### src/hw/rtl/dyc_pkg.sv
// Shared types, constants and calendar tables for the day-of-year converter.
package dyc_pkg;

  localparam int YEAR_BITS = 16;
  localparam int YEAR_W    = 16;
  localparam int NYW       = (YEAR_BITS < YEAR_W) ? YEAR_BITS : YEAR_W;

  localparam logic KIND_DATE = 1'b0;
  localparam logic KIND_ORD  = 1'b1;

  localparam logic [3:0] MONTH_FIRST = 4'd1;
  localparam logic [3:0] MONTH_LAST  = 4'd12;
  localparam logic [8:0] DAYS_YEAR   = 9'd365;
  localparam logic [8:0] DAYS_LEAP   = 9'd366;

  typedef enum logic [2:0] {
    ST_OK        = 3'd0,
    ST_BAD_YEAR  = 3'd1,
    ST_BAD_MONTH = 3'd2,
    ST_BAD_DAY   = 3'd3,
    ST_BAD_ORD   = 3'd4
  } status_t;

  // Multiplicative inverse of an odd constant modulo 2^32.
  function automatic logic [31:0] inv_odd(input logic [31:0] d);
    logic [31:0] x;
    x = d;
    for (int k = 0; k < 5; k++) begin
      x = x * (32'd2 - d * x);
    end
    return x;
  endfunction

  // y is a multiple of 25 exactly when y * INV25 (mod 2^NYW) <= LIM25.
  localparam logic [NYW-1:0] INV25 = NYW'(inv_odd(32'd25));
  localparam logic [NYW-1:0] LIM25 = NYW'((2**NYW - 1) / 25);

  function automatic logic [4:0] month_len(input logic [3:0] m, input logic lp);
    logic [4:0] n;
    case (m)
      4'd1, 4'd3, 4'd5, 4'd7, 4'd8, 4'd10, 4'd12: n = 5'd31;
      4'd4, 4'd6, 4'd9, 4'd11:                    n = 5'd30;
      4'd2:                                       n = lp ? 5'd29 : 5'd28;
      default:                                    n = 5'd0;
    endcase
    return n;
  endfunction

  // Days in the months before month m.
  function automatic logic [8:0] cum_before(input logic [3:0] m, input logic lp);
    logic [8:0] n;
    case (m)
      4'd1:    n = 9'd0;
      4'd2:    n = 9'd31;
      4'd3:    n = 9'd59;
      4'd4:    n = 9'd90;
      4'd5:    n = 9'd120;
      4'd6:    n = 9'd151;
      4'd7:    n = 9'd181;
      4'd8:    n = 9'd212;
      4'd9:    n = 9'd243;
      4'd10:   n = 9'd273;
      4'd11:   n = 9'd304;
      4'd12:   n = 9'd334;
      default: n = 9'd0;
    endcase
    if (lp && m > 4'd2) begin
      n = n + 9'd1;
    end
    return n;
  endfunction

  typedef struct packed {
    logic           valid;
    logic           kind;
    logic           year_zero;
    logic           div4;
    logic           div16;
    logic [NYW-1:0] prod;
    logic [3:0]     month_in;
    logic [4:0]     day_in;
    logic [8:0]     ordinal_in;
  } stage_a_t;

  typedef struct packed {
    logic       valid;
    logic       kind;
    logic       leap;
    status_t    status;
    logic [3:0] month_sel;
    logic [4:0] day_in;
    logic [8:0] ordinal_in;
  } stage_b_t;

endpackage

### src/hw/rtl/dyc_stage_a.sv
// Stage A: register the request and the year divisibility terms.
module dyc_stage_a (
  input  logic                      clk,
  input  logic                      rst,
  input  logic                      start,
  input  logic                      kind,
  input  logic [dyc_pkg::YEAR_W-1:0] year,
  input  logic [3:0]                month_in,
  input  logic [4:0]                day_in,
  input  logic [8:0]                ordinal_in,
  output dyc_pkg::stage_a_t         a
);
  import dyc_pkg::*;

  logic [NYW-1:0] year_n;

  assign year_n = year[NYW-1:0];

  always_ff @(posedge clk) begin
    if (rst) begin
      a.valid <= 1'b0;
    end else begin
      a.valid <= start;
    end
    a.kind       <= kind;
    a.year_zero  <= (year_n == '0);
    a.div4       <= (year_n[1:0] == 2'd0);
    a.div16      <= (year_n[3:0] == 4'd0);
    a.prod       <= NYW'(year_n * INV25);
    a.month_in   <= month_in;
    a.day_in     <= day_in;
    a.ordinal_in <= ordinal_in;
  end

endmodule

### src/hw/rtl/dyc_stage_b.sv
// Stage B: leap decision, range checks and month search.
module dyc_stage_b (
  input  logic              clk,
  input  logic              rst,
  input  dyc_pkg::stage_a_t a,
  output dyc_pkg::stage_b_t b
);
  import dyc_pkg::*;

  logic       div25;
  logic       lp;
  logic [8:0] top;
  logic [3:0] cnt;
  logic [3:0] month_sel;
  status_t    status;

  assign div25 = (a.prod <= LIM25);
  assign lp    = a.div4 && (!div25 || a.div16);
  assign top   = lp ? DAYS_LEAP : DAYS_YEAR;

  always_comb begin
    cnt = 4'd0;
    for (int i = 1; i < 12; i++) begin
      cnt = cnt + 4'(a.ordinal_in > cum_before(4'(i + 1), lp));
    end
  end

  always_comb begin
    status    = ST_OK;
    month_sel = a.month_in;
    if (a.year_zero) begin
      status = ST_BAD_YEAR;
    end else if (a.kind == KIND_DATE) begin
      if (a.month_in < MONTH_FIRST || a.month_in > MONTH_LAST) begin
        status = ST_BAD_MONTH;
      end else if (a.day_in == 5'd0 || a.day_in > month_len(a.month_in, lp)) begin
        status = ST_BAD_DAY;
      end
    end else begin
      month_sel = cnt + MONTH_FIRST;
      if (a.ordinal_in == 9'd0 || a.ordinal_in > top) begin
        status = ST_BAD_ORD;
      end
    end
  end

  always_ff @(posedge clk) begin
    if (rst) begin
      b.valid <= 1'b0;
    end else begin
      b.valid <= a.valid;
    end
    b.kind       <= a.kind;
    b.leap       <= lp;
    b.status     <= status;
    b.month_sel  <= month_sel;
    b.day_in     <= a.day_in;
    b.ordinal_in <= a.ordinal_in;
  end

endmodule

### src/hw/rtl/dyc_stage_c.sv
// Stage C: month offset add or subtract and the result register.
module dyc_stage_c (
  input  logic              clk,
  input  logic              rst,
  input  dyc_pkg::stage_b_t b,
  output logic              done,
  output logic [2:0]        status,
  output logic [8:0]        ordinal_out,
  output logic [3:0]        month_out,
  output logic [4:0]        day_out,
  output logic              leap
);
  import dyc_pkg::*;

  logic [8:0] cum;
  logic [8:0] ord_sum;
  logic [8:0] ord_rem;
  logic [8:0] ordinal_next;
  logic [3:0] month_next;
  logic [4:0] day_next;

  assign cum     = cum_before(b.month_sel, b.leap);
  assign ord_sum = cum + 9'(b.day_in);
  assign ord_rem = b.ordinal_in - cum;

  always_comb begin
    ordinal_next = 9'd0;
    month_next   = 4'd0;
    day_next     = 5'd0;
    if (b.status == ST_OK) begin
      if (b.kind == KIND_DATE) begin
        ordinal_next = ord_sum;
      end else begin
        month_next = b.month_sel;
        day_next   = ord_rem[4:0];
      end
    end
  end

  always_ff @(posedge clk) begin
    if (rst) begin
      done <= 1'b0;
    end else begin
      done <= b.valid;
    end
    status      <= b.status;
    leap        <= b.leap;
    ordinal_out <= ordinal_next;
    month_out   <= month_next;
    day_out     <= day_next;
  end

endmodule

### src/hw/rtl/day_of_year_converter.sv
// Top level of the Gregorian day-of-year converter.
//
//   channel   handshake          payload
//   request   start / busy       kind, year, month_in, day_in, ordinal_in
//   result    done (strobe)      status, ordinal_out, month_out, day_out, leap
//
// A request is taken on every cycle that start is high; busy stays low.
// Each result appears on done in order, after passing through three register
// stages: year terms, checks, output.
// Reset clears the stage valid bits; requests in flight are dropped.
// The receiver cannot stall, so nothing is ever held back.
module day_of_year_converter (
  input  logic                       clk,
  input  logic                       rst,
  input  logic                       start,
  output logic                       busy,
  input  logic                       kind,
  input  logic [dyc_pkg::YEAR_W-1:0] year,
  input  logic [3:0]                 month_in,
  input  logic [4:0]                 day_in,
  input  logic [8:0]                 ordinal_in,
  output logic                       done,
  output logic [2:0]                 status,
  output logic [8:0]                 ordinal_out,
  output logic [3:0]                 month_out,
  output logic [4:0]                 day_out,
  output logic                       leap
);
  import dyc_pkg::*;

  stage_a_t a;
  stage_b_t b;
  logic     accept;

  assign busy   = 1'b0;
  assign accept = start && !busy;

  dyc_stage_a u_stage_a (
    .clk        (clk),
    .rst        (rst),
    .start      (accept),
    .kind       (kind),
    .year       (year),
    .month_in   (month_in),
    .day_in     (day_in),
    .ordinal_in (ordinal_in),
    .a          (a)
  );

  dyc_stage_b u_stage_b (
    .clk (clk),
    .rst (rst),
    .a   (a),
    .b   (b)
  );

  dyc_stage_c u_stage_c (
    .clk         (clk),
    .rst         (rst),
    .b           (b),
    .done        (done),
    .status      (status),
    .ordinal_out (ordinal_out),
    .month_out   (month_out),
    .day_out     (day_out),
    .leap        (leap)
  );

`ifndef ASSERT_OFF
  a_latency: assert property (@(posedge clk) disable iff (rst)
    accept |-> ##3 done) else $error("request lost in pipeline");

  a_no_spurious: assert property (@(posedge clk) disable iff (rst)
    done |-> $past(accept, 3)) else $error("result without request");

  a_fail_zero: assert property (@(posedge clk) disable iff (rst)
    (done && status != ST_OK) |-> (ordinal_out == 9'd0 && month_out == 4'd0
      && day_out == 5'd0)) else $error("failed request carries data");

  a_one_kind: assert property (@(posedge clk) disable iff (rst)
    (done && status == ST_OK) |-> ((ordinal_out != 9'd0) != (month_out != 4'd0)))
    else $error("ok result carries both or neither conversion");

  a_date_day: assert property (@(posedge clk) disable iff (rst)
    (done && month_out != 4'd0) |-> (day_out != 5'd0 && month_out <= MONTH_LAST))
    else $error("month found with bad day");
`endif

endmodule

### config.mk
export PLATFORM = sky130hd
export DESIGN_NAME = day_of_year_converter
export DESIGN_NICKNAME = d
export VERILOG_FILES = /design/src/hw/rtl/dyc_pkg.sv /design/src/hw/rtl/dyc_stage_a.sv /design/src/hw/rtl/dyc_stage_b.sv /design/src/hw/rtl/dyc_stage_c.sv /design/src/hw/rtl/day_of_year_converter.sv
export SDC_FILE = /design/constraint.sdc
export NUM_CORES = 1
export LEC_CHECK = 0
export ABC_AREA = 1
export BUFFER_PORTS_ARGS = -buffer_cell sky130_fd_sc_hd__clkbuf_2
export CELL_PAD_IN_SITES_DETAIL_PLACEMENT = 1
export CELL_PAD_IN_SITES_GLOBAL_PLACEMENT = 2
export CORE_AREA = 2 2 125 152
export DETAILED_ROUTE_END_ITERATION = 6
export DIE_AREA = 0 0 127 154
export PLACE_DENSITY = 0.83
export SLEW_MARGIN = 0
export SYNTH_ARGS = -nofsm -noshare
export SYNTH_HDL_FRONTEND = slang
export SYNTH_HIERARCHICAL = 1
export SYNTH_SLANG_ARGS = --single-unit
### constraint.sdc
create_clock -name clk -period 4.65 [get_ports clk]
set_input_delay 0.465 -clock clk [delete_from_list [all_inputs] [get_ports clk]]
set_output_delay 0.465 -clock clk [all_outputs]
set_load 0.05 [all_outputs]
# Word-level counts from Yosys, hierarchy flattened
# Memory sizes are Yosys's and may differ from the RTL's. A register that Yosys moved wholly into a read port is not among the register bits.
# Index checks and enable logic that the tools add are counted.
# op_classes
add_sub_neg	14
multipliers	1
order_cmp	17
eq_ne	12
mux	23
n_bitwise	1
reduce_logical	17
# op_table
op	n
$add A4 B1 Y4	9
$gt A9 B8 Y1	4
$gt A9 B9 Y1	4
$eq A4 B4 Y1 const B	5
$gt A9 B7 Y1	2
$eq A4 B3 Y1 const B	4
$le A16 B12 Y1 const B	1
$logic_not A16 Y1	1
$mul A16 B15 Y16 const B	1
$mux W5	3
$pmux W5 S3	1
$mux W3	4
$mux W4	3
$mux W2	5
$add A9 B1 Y9 const B	1
$add A9 B5 Y9	1
$gt A9 B5 Y1 const B	1
$gt A9 B6 Y1	1
$logic_not A9 Y1	1
$mux W9	1
$eq A4 B2 Y1 const B	2
$reduce_or A7 Y1	1
$mux W1	6
$gt A5 B5 Y1	1
other kinds (18)	22
# totals
ff_bits	82
romBits	144
inputBits	38
word_cells	108
memories	1
# memory_table
memory	depth	width	read_ports	rd_ports_with_merged_regs	write_ports	line_no	source
(no name shown)	16	9	1	1	0	dyc_pkg.sv:52	case (m)

# Longest topological paths before layout
# Gate-level depths: netlist of the first run.
# logic_depth
ltp_word	19
mapped_depth	26

# Cells and area by module
# Netlist of the first run, hierarchy kept.
# by_module_without_submodules
module	instances	cells_per_inst	area_each_um2	seq_area_each_um2
dyc_stage_a	1	262	2570.0	780.7
dyc_stage_b	1	233	1655.3	480.5
dyc_stage_c	1	191	1463.9	460.4
day_of_year_converter	1	2	11.3	0.0

# Least setup slack after synthesis of the first run
# OpenSTA, ideal clock, no wires.
# synth_path
path_kind	reg2reg
startpoint	reg u_stage_a/a[28] (netlist name)
endpoint	reg u_stage_b/b[16] (netlist name)
setup_ps	121
arrival_time_ps	4361
setup_slack_ps	168
stages_incl_launch_ff	23
path_buffers	0
path_cell_list	dfxtp_1 -> nor2_1 -> and2_1 -> nand2_1 -> nand2_1 -> nand2_1 -> nand2_1 -> ha_1 -> nor2_1 -> o21ai_1 -> nand3_1 -> nand2_1 -> fa_1 -> inv_1 -> fa_1 -> fa_1 -> inv_1 -> fa_1 -> ha_1 -> inv_1 -> fa_1 -> xor2_1 -> o21ai_1
# synth_via
elab_chain_cells	19
elab_cells_between_ends	37
cone_classes	11 x add/sub; 11 x order compare; 12 x mux; 3 x reduce/logical
# synth_rtl
element	line_no	source
$le A16 B12 Y1 *	dyc_stage_b.sv:17	assign div25 = (a.prod <= LIM25);
$logic_not A1 Y1 *	dyc_stage_b.sv:18	assign lp = a.div4 && (!div25 || a.div16);
$logic_or A1 B1 Y1 *	dyc_stage_b.sv:18	
$logic_and A1 B1 Y1 *	dyc_stage_b.sv:18	
$mux W3	dyc_pkg.sv:67	if (lp && m > 4'd2) begin
$gt A9 B6 Y1	dyc_stage_b.sv:24	cnt = cnt + 4'(a.ordinal_in > cum_before(4'(i + 1), lp));
$add A1 B1 Y2	dyc_stage_b.sv:24	
$add A4 B1 Y4 (8 in series)	dyc_stage_b.sv:24	
$add A4 B1 Y4 *	dyc_stage_b.sv:24	
$add A4 B1 Y4 *	dyc_stage_b.sv:40	month_sel = cnt + MONTH_FIRST;
$mux W4 *	dyc_stage_b.sv:33	end else if (a.kind == KIND_DATE) begin
$mux W4 *	dyc_stage_b.sv:31	if (a.year_zero) begin
net u_stage_b.month_sel[2]	dyc_stage_b.sv:14	logic [3:0] month_sel;
# The timed path passes the listed nets; every way through them passes the cells marked *.
# A chain may end at the register's enable or synchronous reset.

# Worst setup path after layout of the first run
# layout_path
startpoint	reg u_stage_a/a[23] (netlist name)
endpoint	reg u_stage_b/b[16] (netlist name)
# layout_via
elab_chain_cells	19
elab_cells_between_ends	37
cone_classes	11 x add/sub; 11 x order compare; 12 x mux; 3 x reduce/logical
# layout_rtl
element	line_no
$le A16 B12 Y1 *	dyc_stage_b.sv:17
$logic_not A1 Y1 *	dyc_stage_b.sv:18
$logic_or A1 B1 Y1 *	dyc_stage_b.sv:18
$logic_and A1 B1 Y1 *	dyc_stage_b.sv:18
$mux W3	dyc_pkg.sv:67
$gt A9 B6 Y1	dyc_stage_b.sv:24
$add A1 B1 Y2	dyc_stage_b.sv:24
$add A4 B1 Y4 (8 in series)	dyc_stage_b.sv:24
$add A4 B1 Y4 *	dyc_stage_b.sv:24
$add A4 B1 Y4 *	dyc_stage_b.sv:40
$mux W4 *	dyc_stage_b.sv:33
$mux W4 *	dyc_stage_b.sv:31
net u_stage_b.month_sel[2]	dyc_stage_b.sv:14
# Marked as above.

==> results of run 1 <==
-- metrics by stage --
step | instance area [um^2] | hold WS, ns | worst slack, ns | cells
2_1_floorplan | 5600 | 0.3230 | 0.1676 | 683
3_3_place_gp | 6233 | 0.3341 | -0.1058 | 975
3_5_place_dp | 6233 | 0.3358 | -0.2193 | 975
4_1_cts | 6633 | 0.2018 | 0.004222 | 993
5_1_grt | 6683 | 0.2014 | -0.2611 | 995
6_report | 6683 | 0.2172 | 0.05615 | 995
-- worst max-delay path: stages (launching register included) --
cell and delay, ns:
dfxtp_1 0.31, nand2_1 0.06, nor2_2 0.10, nand2_1 0.05, nand2_1 0.06, nand2_1 0.06, nand2_2 0.11, nand2_8 0.11
ha_4 0.27, nand2_2 0.05, nand2_1 0.05, o211ai_1 0.15, nand3_1 0.10, nand2_1 0.07, inv_1 0.04, fa_1 0.47
inv_1 0.05, fa_1 0.46, fa_1 0.56, inv_2 0.04, fa_1 0.50, ha_2 0.18, inv_2 0.05, fa_2 0.36
xor2_1 0.15, o21ai_1 0.13
-- metal layers --
metal | wire length, um | GRT usage [%] | vias to the layer above
met2 | 6799 | 26.42 | 62
met5 | 0 | 0 | -
met1 | 5575 | 16.82 | 2101
li1 | - | - | 2304
met3 | 325 | 2.575 | 22
met4 | 267 | 4.448 | 0
-- placed cells by master (no fill, tap or decap), types with 16 or more instances in the layout --
master      n
a21oi_1    31
clkbuf_2   60
dfxtp_1    79
fa_1       25
ha_1       91
inv_1     128
inv_2      16
nand2_1   102
nand2_2    23
nand3_1    24
nor2_1     50
xor2_1     17
-- sequential cells by signal, summed over array words and instances (netlist names) --
signal and cells:
u_stage_c/day_out 5, u_stage_c/month_out 4, u_stage_c/leap 1, u_stage_c/status 3, u_stage_c/ordinal_out 9, u_stage_b/b 20, u_stage_a/a 38, u_stage_c/done 1
-- final timing paths --
check	to	slack (ns)	cells after the start
worst max-delay path	u_stage_b/b[16]	0.06	25
worst min-delay path	u_stage_a/a[0]	0.22	1
worst max register to register	u_stage_b/b[16]	0.06	25
worst min register to register	u_stage_c/status[0]	0.35	0
-- repair_timing --
item,in CTS,in global routing
pin swaps,15,26
resized for setup,18,16
gates cloned,0,0
setup endpoints to repair,3,3
buffers inserted,2,2
-- power by group --
part / total [mW] / switching (mW) / internal [mW]
clock: 0.702 / 0.287 / 0.415
combinational: 2.00 / 1.27 / 0.726
sequential: 0.926 / 0.0829 / 0.843
total: 3.63 / 1.64 / 1.98
-- cell type report --
type,count,area [um^2],area share [%]
clock inverter,7,70.07,1.048
inverter,146,550.5,8.238
multi-input combinational,453,3516,52.61
tap,224,280.3,4.194
sequential,81,1624,24.30
clock buffer,9,225.2,3.370
timing repair buffer,75,416.7,6.235
==> flow_summary_export.csv, run 1 <==
group,metric,value,unit
sta,post-route-period-util,98.79,%
routing,num_vias,4489,
floorplanning,dieArea,19560,um^2
min_path,min_from,"ordinal_in[0]",
routing,drc,0,
clock_tree,cts.sinks,81,
routing,route.antenna.remaining_nets,0,
clock_tree,cts_max_level,3,
finish,diodes,0,
clock_tree,cts_hold_buf,0,
critical_path,critPathLaunch,"u_stage_a/a[23]",
floorplanning,ioPinCount,62,
routing,wl,12970,um
clock_tree,clock-root-buffer,"clkbuf_16",
global_route,grt_max_degree,15,
sta,tightest_slew,0.5225,ns
placement,gp_congestion,0.8238,
sta,rsz0062_at_grt,"yes",
sta,period_minus_slack,4.594,ns
critical_path,cp.required,4.92,ns
routing,wl_per_cell,13.03,um
critical_path,arrival,4.87,ns
global_route,grt_pass1_vias,4789,
critical_path,startpoint_type,"flop",
synth,syn_area_per_cell,8.200,um^2
floorplanning,die_h,154,um
routing,drt_iter0_drc,127,
global_route,antenna_found_initial,0,
finish,num-fill-cells,2193,
sta,fmax,217.7,MHz
floorplanning,die_x,127,um
critical_path,regToRegStartpoint,"u_stage_a/a[23]",
global_route,grt.total_usage,14.37,%
clock_tree,clk_path_buf_depth,2,
floorplanning,start_util,31.16,%
synth,synth_area,5600,um^2
power_and_ir_drop,peakVddDrop,0.1880,mV
placement,placement.io_buffers,60,
power_and_ir_drop,power.total,3.628,mW
sta,hold_viol,0,
placement,hpwlAfterDp,10910,um
finish,area.growth.synth_to_final,19.33,%
critical_path,path_max_fanout,6,
run,cap_violations,0,
sta,setup_tns,0,ns
synth,yosys_warnings,6,
finish,drive_above_1_share,21.40,%
power_and_ir_drop,p_per_area,542.9,nW/um^2
synth,synth_cells,683,
global_route,grt_pass1_wl,22360,um
routing,dr.pass1.iters,4,
sta,setup_violations,0,
run_status,status,"finished clean",
finish,final_util,37.18,%
floorplanning,rows,54,
sta,slew_headroom,65.12,%
clock_tree,numCtsBuffers,9,
clock_tree,cts_tree,"built",
floorplanning,coreArea,17970,um^2
synth,syn_nets,844,
critical_path,cp-end-kind,"flop",
clock_tree,clk_latency,0.34,ns
min_path,hp-class,"input port to flop",
critical_path,crit_type,"flop to flop",
global_route,overflow,0,
power_and_ir_drop,p_leak,3.564,nW
routing,vias_per_cell,4.512,
sta,slew_viol_final,0,
clock_tree,clk_pin_slew_worst_paths,0.06,ns
sta,final.setup_skew,0.006791,ns
finish,finish.net_count,927,
No activity file was read; power rests on OpenSTA's default activity.
==> run 2, diff against run 1 <==
--- a/config.mk
+++ b/config.mk
@@ -9,11 +9,11 @@
 export BUFFER_PORTS_ARGS = -buffer_cell sky130_fd_sc_hd__clkbuf_2
 export CELL_PAD_IN_SITES_DETAIL_PLACEMENT = 1
 export CELL_PAD_IN_SITES_GLOBAL_PLACEMENT = 2
-export CORE_AREA = 2 2 125 152
+export CORE_AREA = 2 2 115 140
 export DETAILED_ROUTE_END_ITERATION = 6
-export DIE_AREA = 0 0 127 154
-export PLACE_DENSITY = 0.83
-export SLEW_MARGIN = 0
+export DIE_AREA = 0 0 117 142
+export PLACE_DENSITY = 0.92
+export SLEW_MARGIN = 20
 export SYNTH_ARGS = -nofsm -noshare
 export SYNTH_HDL_FRONTEND = slang
 export SYNTH_HIERARCHICAL = 1
==> constraint.sdc (replaced) <==
create_clock -name clk -period 5.6 [get_ports clk]
set_input_delay 0.56 -clock clk [delete_from_list [all_inputs] [get_ports clk]]
set_output_delay 0.56 -clock clk [all_outputs]
set_load 0.05 [all_outputs]
==> run 2 against run 1 <==
  * Non-clock buffer count down 15
  * Clock-buffer cell count up 2
  * Critical path depth down 3
  * Total power down 20%
  * Flip-flop and latch count unchanged
  * Final cell count down 3.1%
  * Largest cell class unchanged
==> flow_summary_export.csv, run 2 (same netlist as run 1, synthesis figures left out) <==
group,metric,value,unit
routing,wl_per_cell,13.32,um
global_route,grtUsageMet3,3.109,%
clock_tree,clk_latency,0.34,ns
global_route,grt_pass1_vias,4816,
sta,hold_viol,0,
finish,diodes,0,
power_and_ir_drop,pwr-share-comb,54.3,%
critical_path,cp.required,5.88,ns
routing,dr.pass1.iters,4,
clock_tree,post_cts_buffers,0,
critical_path,reg2reg_slack,0.73,ns
critical_path,reg2reg_to,"u_stage_b/b[16]",
placement,gp_congestion,0.8566,
sta,tightest_slew,0.7260,ns
finish,top_register,"u_stage_a/a",
placement,post-place-cells,948,
power_and_ir_drop,p_per_area,454.8,nW/um^2
floorplanning,start_util,36.54,%
finish,finish.net_count,912,
finish,reg_top3,"u_stage_a/a (38), u_stage_b/b (20), u_stage_c/ordinal_out (9)",
run,cap_violations,0,
finish,drive_above_1_share,15.87,%
floorplanning,rows,50,
clock_tree,cts_max_level,3,
min_path,hp-class,"input port to flop",
clock_tree,cts_tree,"built",
critical_path,startpoint_type,"flop",
floorplanning,coreArea,15330,um^2
power_and_ir_drop,p_switching,1.324,mW
sta,period_minus_slack,4.875,ns
finish,largest_reg_flops,38,
power_and_ir_drop,power_frac_seq,26.3,%
clock_tree,clk_path_buf_depth,2,
floorplanning,ioPinCount,62,
finish,area.growth.synth_to_final,14.63,%
sta,slew_headroom,51.09,%
critical_path,crit_path_max_incr_delay,0.54,ns
finish,num-fill-cells,1888,
routing,vias_per_cell,4.631,
critical_path,rr_worst_depth,22,
power_and_ir_drop,p_leak,3.482,nW
floorplanning,die_x,117,um
clock_tree,numCtsBuffers,9,
global_route,global_route.usage.met1,17.63,%
power_and_ir_drop,switching_share,45.36,%
global_route,grt.total_usage,16.91,%
sta,fmax,205.1,MHz
placement,hpwlAfterDp,11240,um
global_route,grt_max_degree,14,
finish,final_util,41.89,%
power_and_ir_drop,peakVddDrop,0.2000,mV
min_path,hold_depth,1,
finish,instances_no_fill,964,
finish,final_common_cell,"inv_1",
critical_path,slowest_stage,"fa_1",
clock_tree,cts.sinks,81,
finish,final-seq-area,1622,um^2
run_status,status,"finished clean",
finish,final_cell_mix,"134 x inv_1, 110 x nand2_1, 97 x ha_1",
routing,wl,12840,um
critical_path,path_max_fanout,6,
floorplanning,die_h,142,um
clock_tree,cts_resized,0,
clock_tree,clock-root-buffer,"clkbuf_16",
sta,rsz0062_at_grt,"no",
global_route,overflow,0,
finish,multi_input_area,3401,um^2
critical_path,cp-end-kind,"flop",
critical_path,path_cells,"nor2_1 -> and2_1 -> nand2_1 -> nand2_1 -> nand2_1 -> nand2_1 -> ha_1 -> nor2_1 -> o21ai_1 -> nand3_1 -> nand2_1 -> fa_1 -> inv_1 -> fa_1 -> fa_1 -> inv_1 -> fa_1 -> ha_1 -> inv_1 -> fa_1 -> xor2_1 -> o21ai_1",
critical_path,regToRegStartpoint,"u_stage_a/a[28]",
routing,num_vias,4464,
global_route,grt_pass1_wl,21820,um
clock_tree,clk_pin_slew_worst_paths,0.06,ns
critical_path,critical_path.top_delay_family,"adder cells",
placement,placement.io_buffers,60,
critical_path,crit_type,"flop to flop",
sta,slew_viol_final,0,
global_route,antenna_found_initial,0,
floorplanning,dieArea,16610,um^2
power_and_ir_drop,p_int,1.595,mW
global_route,grt_busiest_layer,"met2",
routing,route.antenna.remaining_nets,0,
sta,setup_tns,0,ns
clock_tree,cts_hold_buf,0,
min_path,min_from,"ordinal_in[0]",
min_path,hold_end,"u_stage_a/a[0]",
sta,post-route-period-util,87.05,%
sta,setup_violations,0,
critical_path,timing.critical_path.buf_inv,3,
power_and_ir_drop,clkPwrFrac,19.4,%
sta,final.setup_skew,0.004660,ns
routing,drt_iter0_drc,118,
routing,drc,0,
critical_path,arrival,5.15,ns
global_route,grt_use_met2,33.16,%
==> run 2: changes by cell type in the layout (fill, tap and decap cells not counted), sizes merged <==
cell,previous run,this run
clkbuf,69,71
buf,15,0
clkinv,5,4
inv,146,145
==> run 2: layout make-up <==
type | count | share of cell area, %
multi-input cells | 453 | 52.97
flip-flops and latches | 81 | 25.26
inverters | 146 | 8.536
repair buffers | 60 | 4.677
well taps | 208 | 4.054
clock buffers | 11 | 3.625
clock inverters | 5 | 0.8770
==> run 2: through the flow <==
step	hold slack, ns	setup slack (ns)	instance area [um^2]	power, mW
global route	0.2972	0.2993	6420	3.219
detailed placement	0.3333	0.6895	6131	2.385
global placement	0.3303	0.8049	6131	2.306
floorplan	0.3230	1.118	5600	1.986
finish	0.3144	0.7255	6420	2.920
CTS	0.2998	0.6709	6420	2.972
==> run 2: worst reg2reg max path: stages (launching register included) <==
cell and delay, ns:
dfxtp_1 0.33, nor2_1 0.04, and2_1 0.14, nand2_1 0.06, nand2_1 0.06, nand2_1 0.07, nand2_1 0.17, ha_1 0.40
nor2_1 0.20, o21ai_1 0.10, nand3_1 0.08, nand2_1 0.08, fa_1 0.54, inv_1 0.05, fa_1 0.46, fa_1 0.54
inv_1 0.06, fa_1 0.54, ha_1 0.17, inv_1 0.06, fa_1 0.37, xor2_1 0.15, o21ai_1 0.12
==> run 2: how the worst max path moves through the flow <==
| stage | startpoint | to | slack, ns | depth (start not counted) |
|---|---|---|---|---|
| global route | u_stage_a/a[20] | u_stage_b/b[16] | 0.30 | 23 |
| detailed placement | u_stage_a/a[28] | u_stage_b/b[16] | 0.69 | 22 |
| CTS | u_stage_a/a[28] | u_stage_b/b[16] | 0.67 | 22 |
| floorplan | u_stage_a/a[28] | u_stage_b/b[16] | 1.12 | 22 |
| global placement | u_stage_a/a[22] | u_stage_b/b[16] | 0.80 | 23 |
| finish | u_stage_a/a[28] | u_stage_b/b[16] | 0.73 | 22 |
==> run 2: power by group through the flow <==
stage / logic [mW] / clock network, mW / registers [mW]
2_1_floorplan: 1.06 / 0 / 0.921
4_1_cts: 1.61 / 0.588 / 0.770
3_3_place_gp: 1.53 / 0 / 0.777
5_1_grt: 1.82 / 0.615 / 0.784
3_5_place_dp: 1.60 / 0 / 0.783
6_report: 1.58 / 0.568 / 0.768
==> run 2: layer usage <==
layer	vias up	share of wire, %
met2	60	55
met1	2114	41
li1	2277	-
met5	-	0
met3	13	2.2
met4	0	1.7
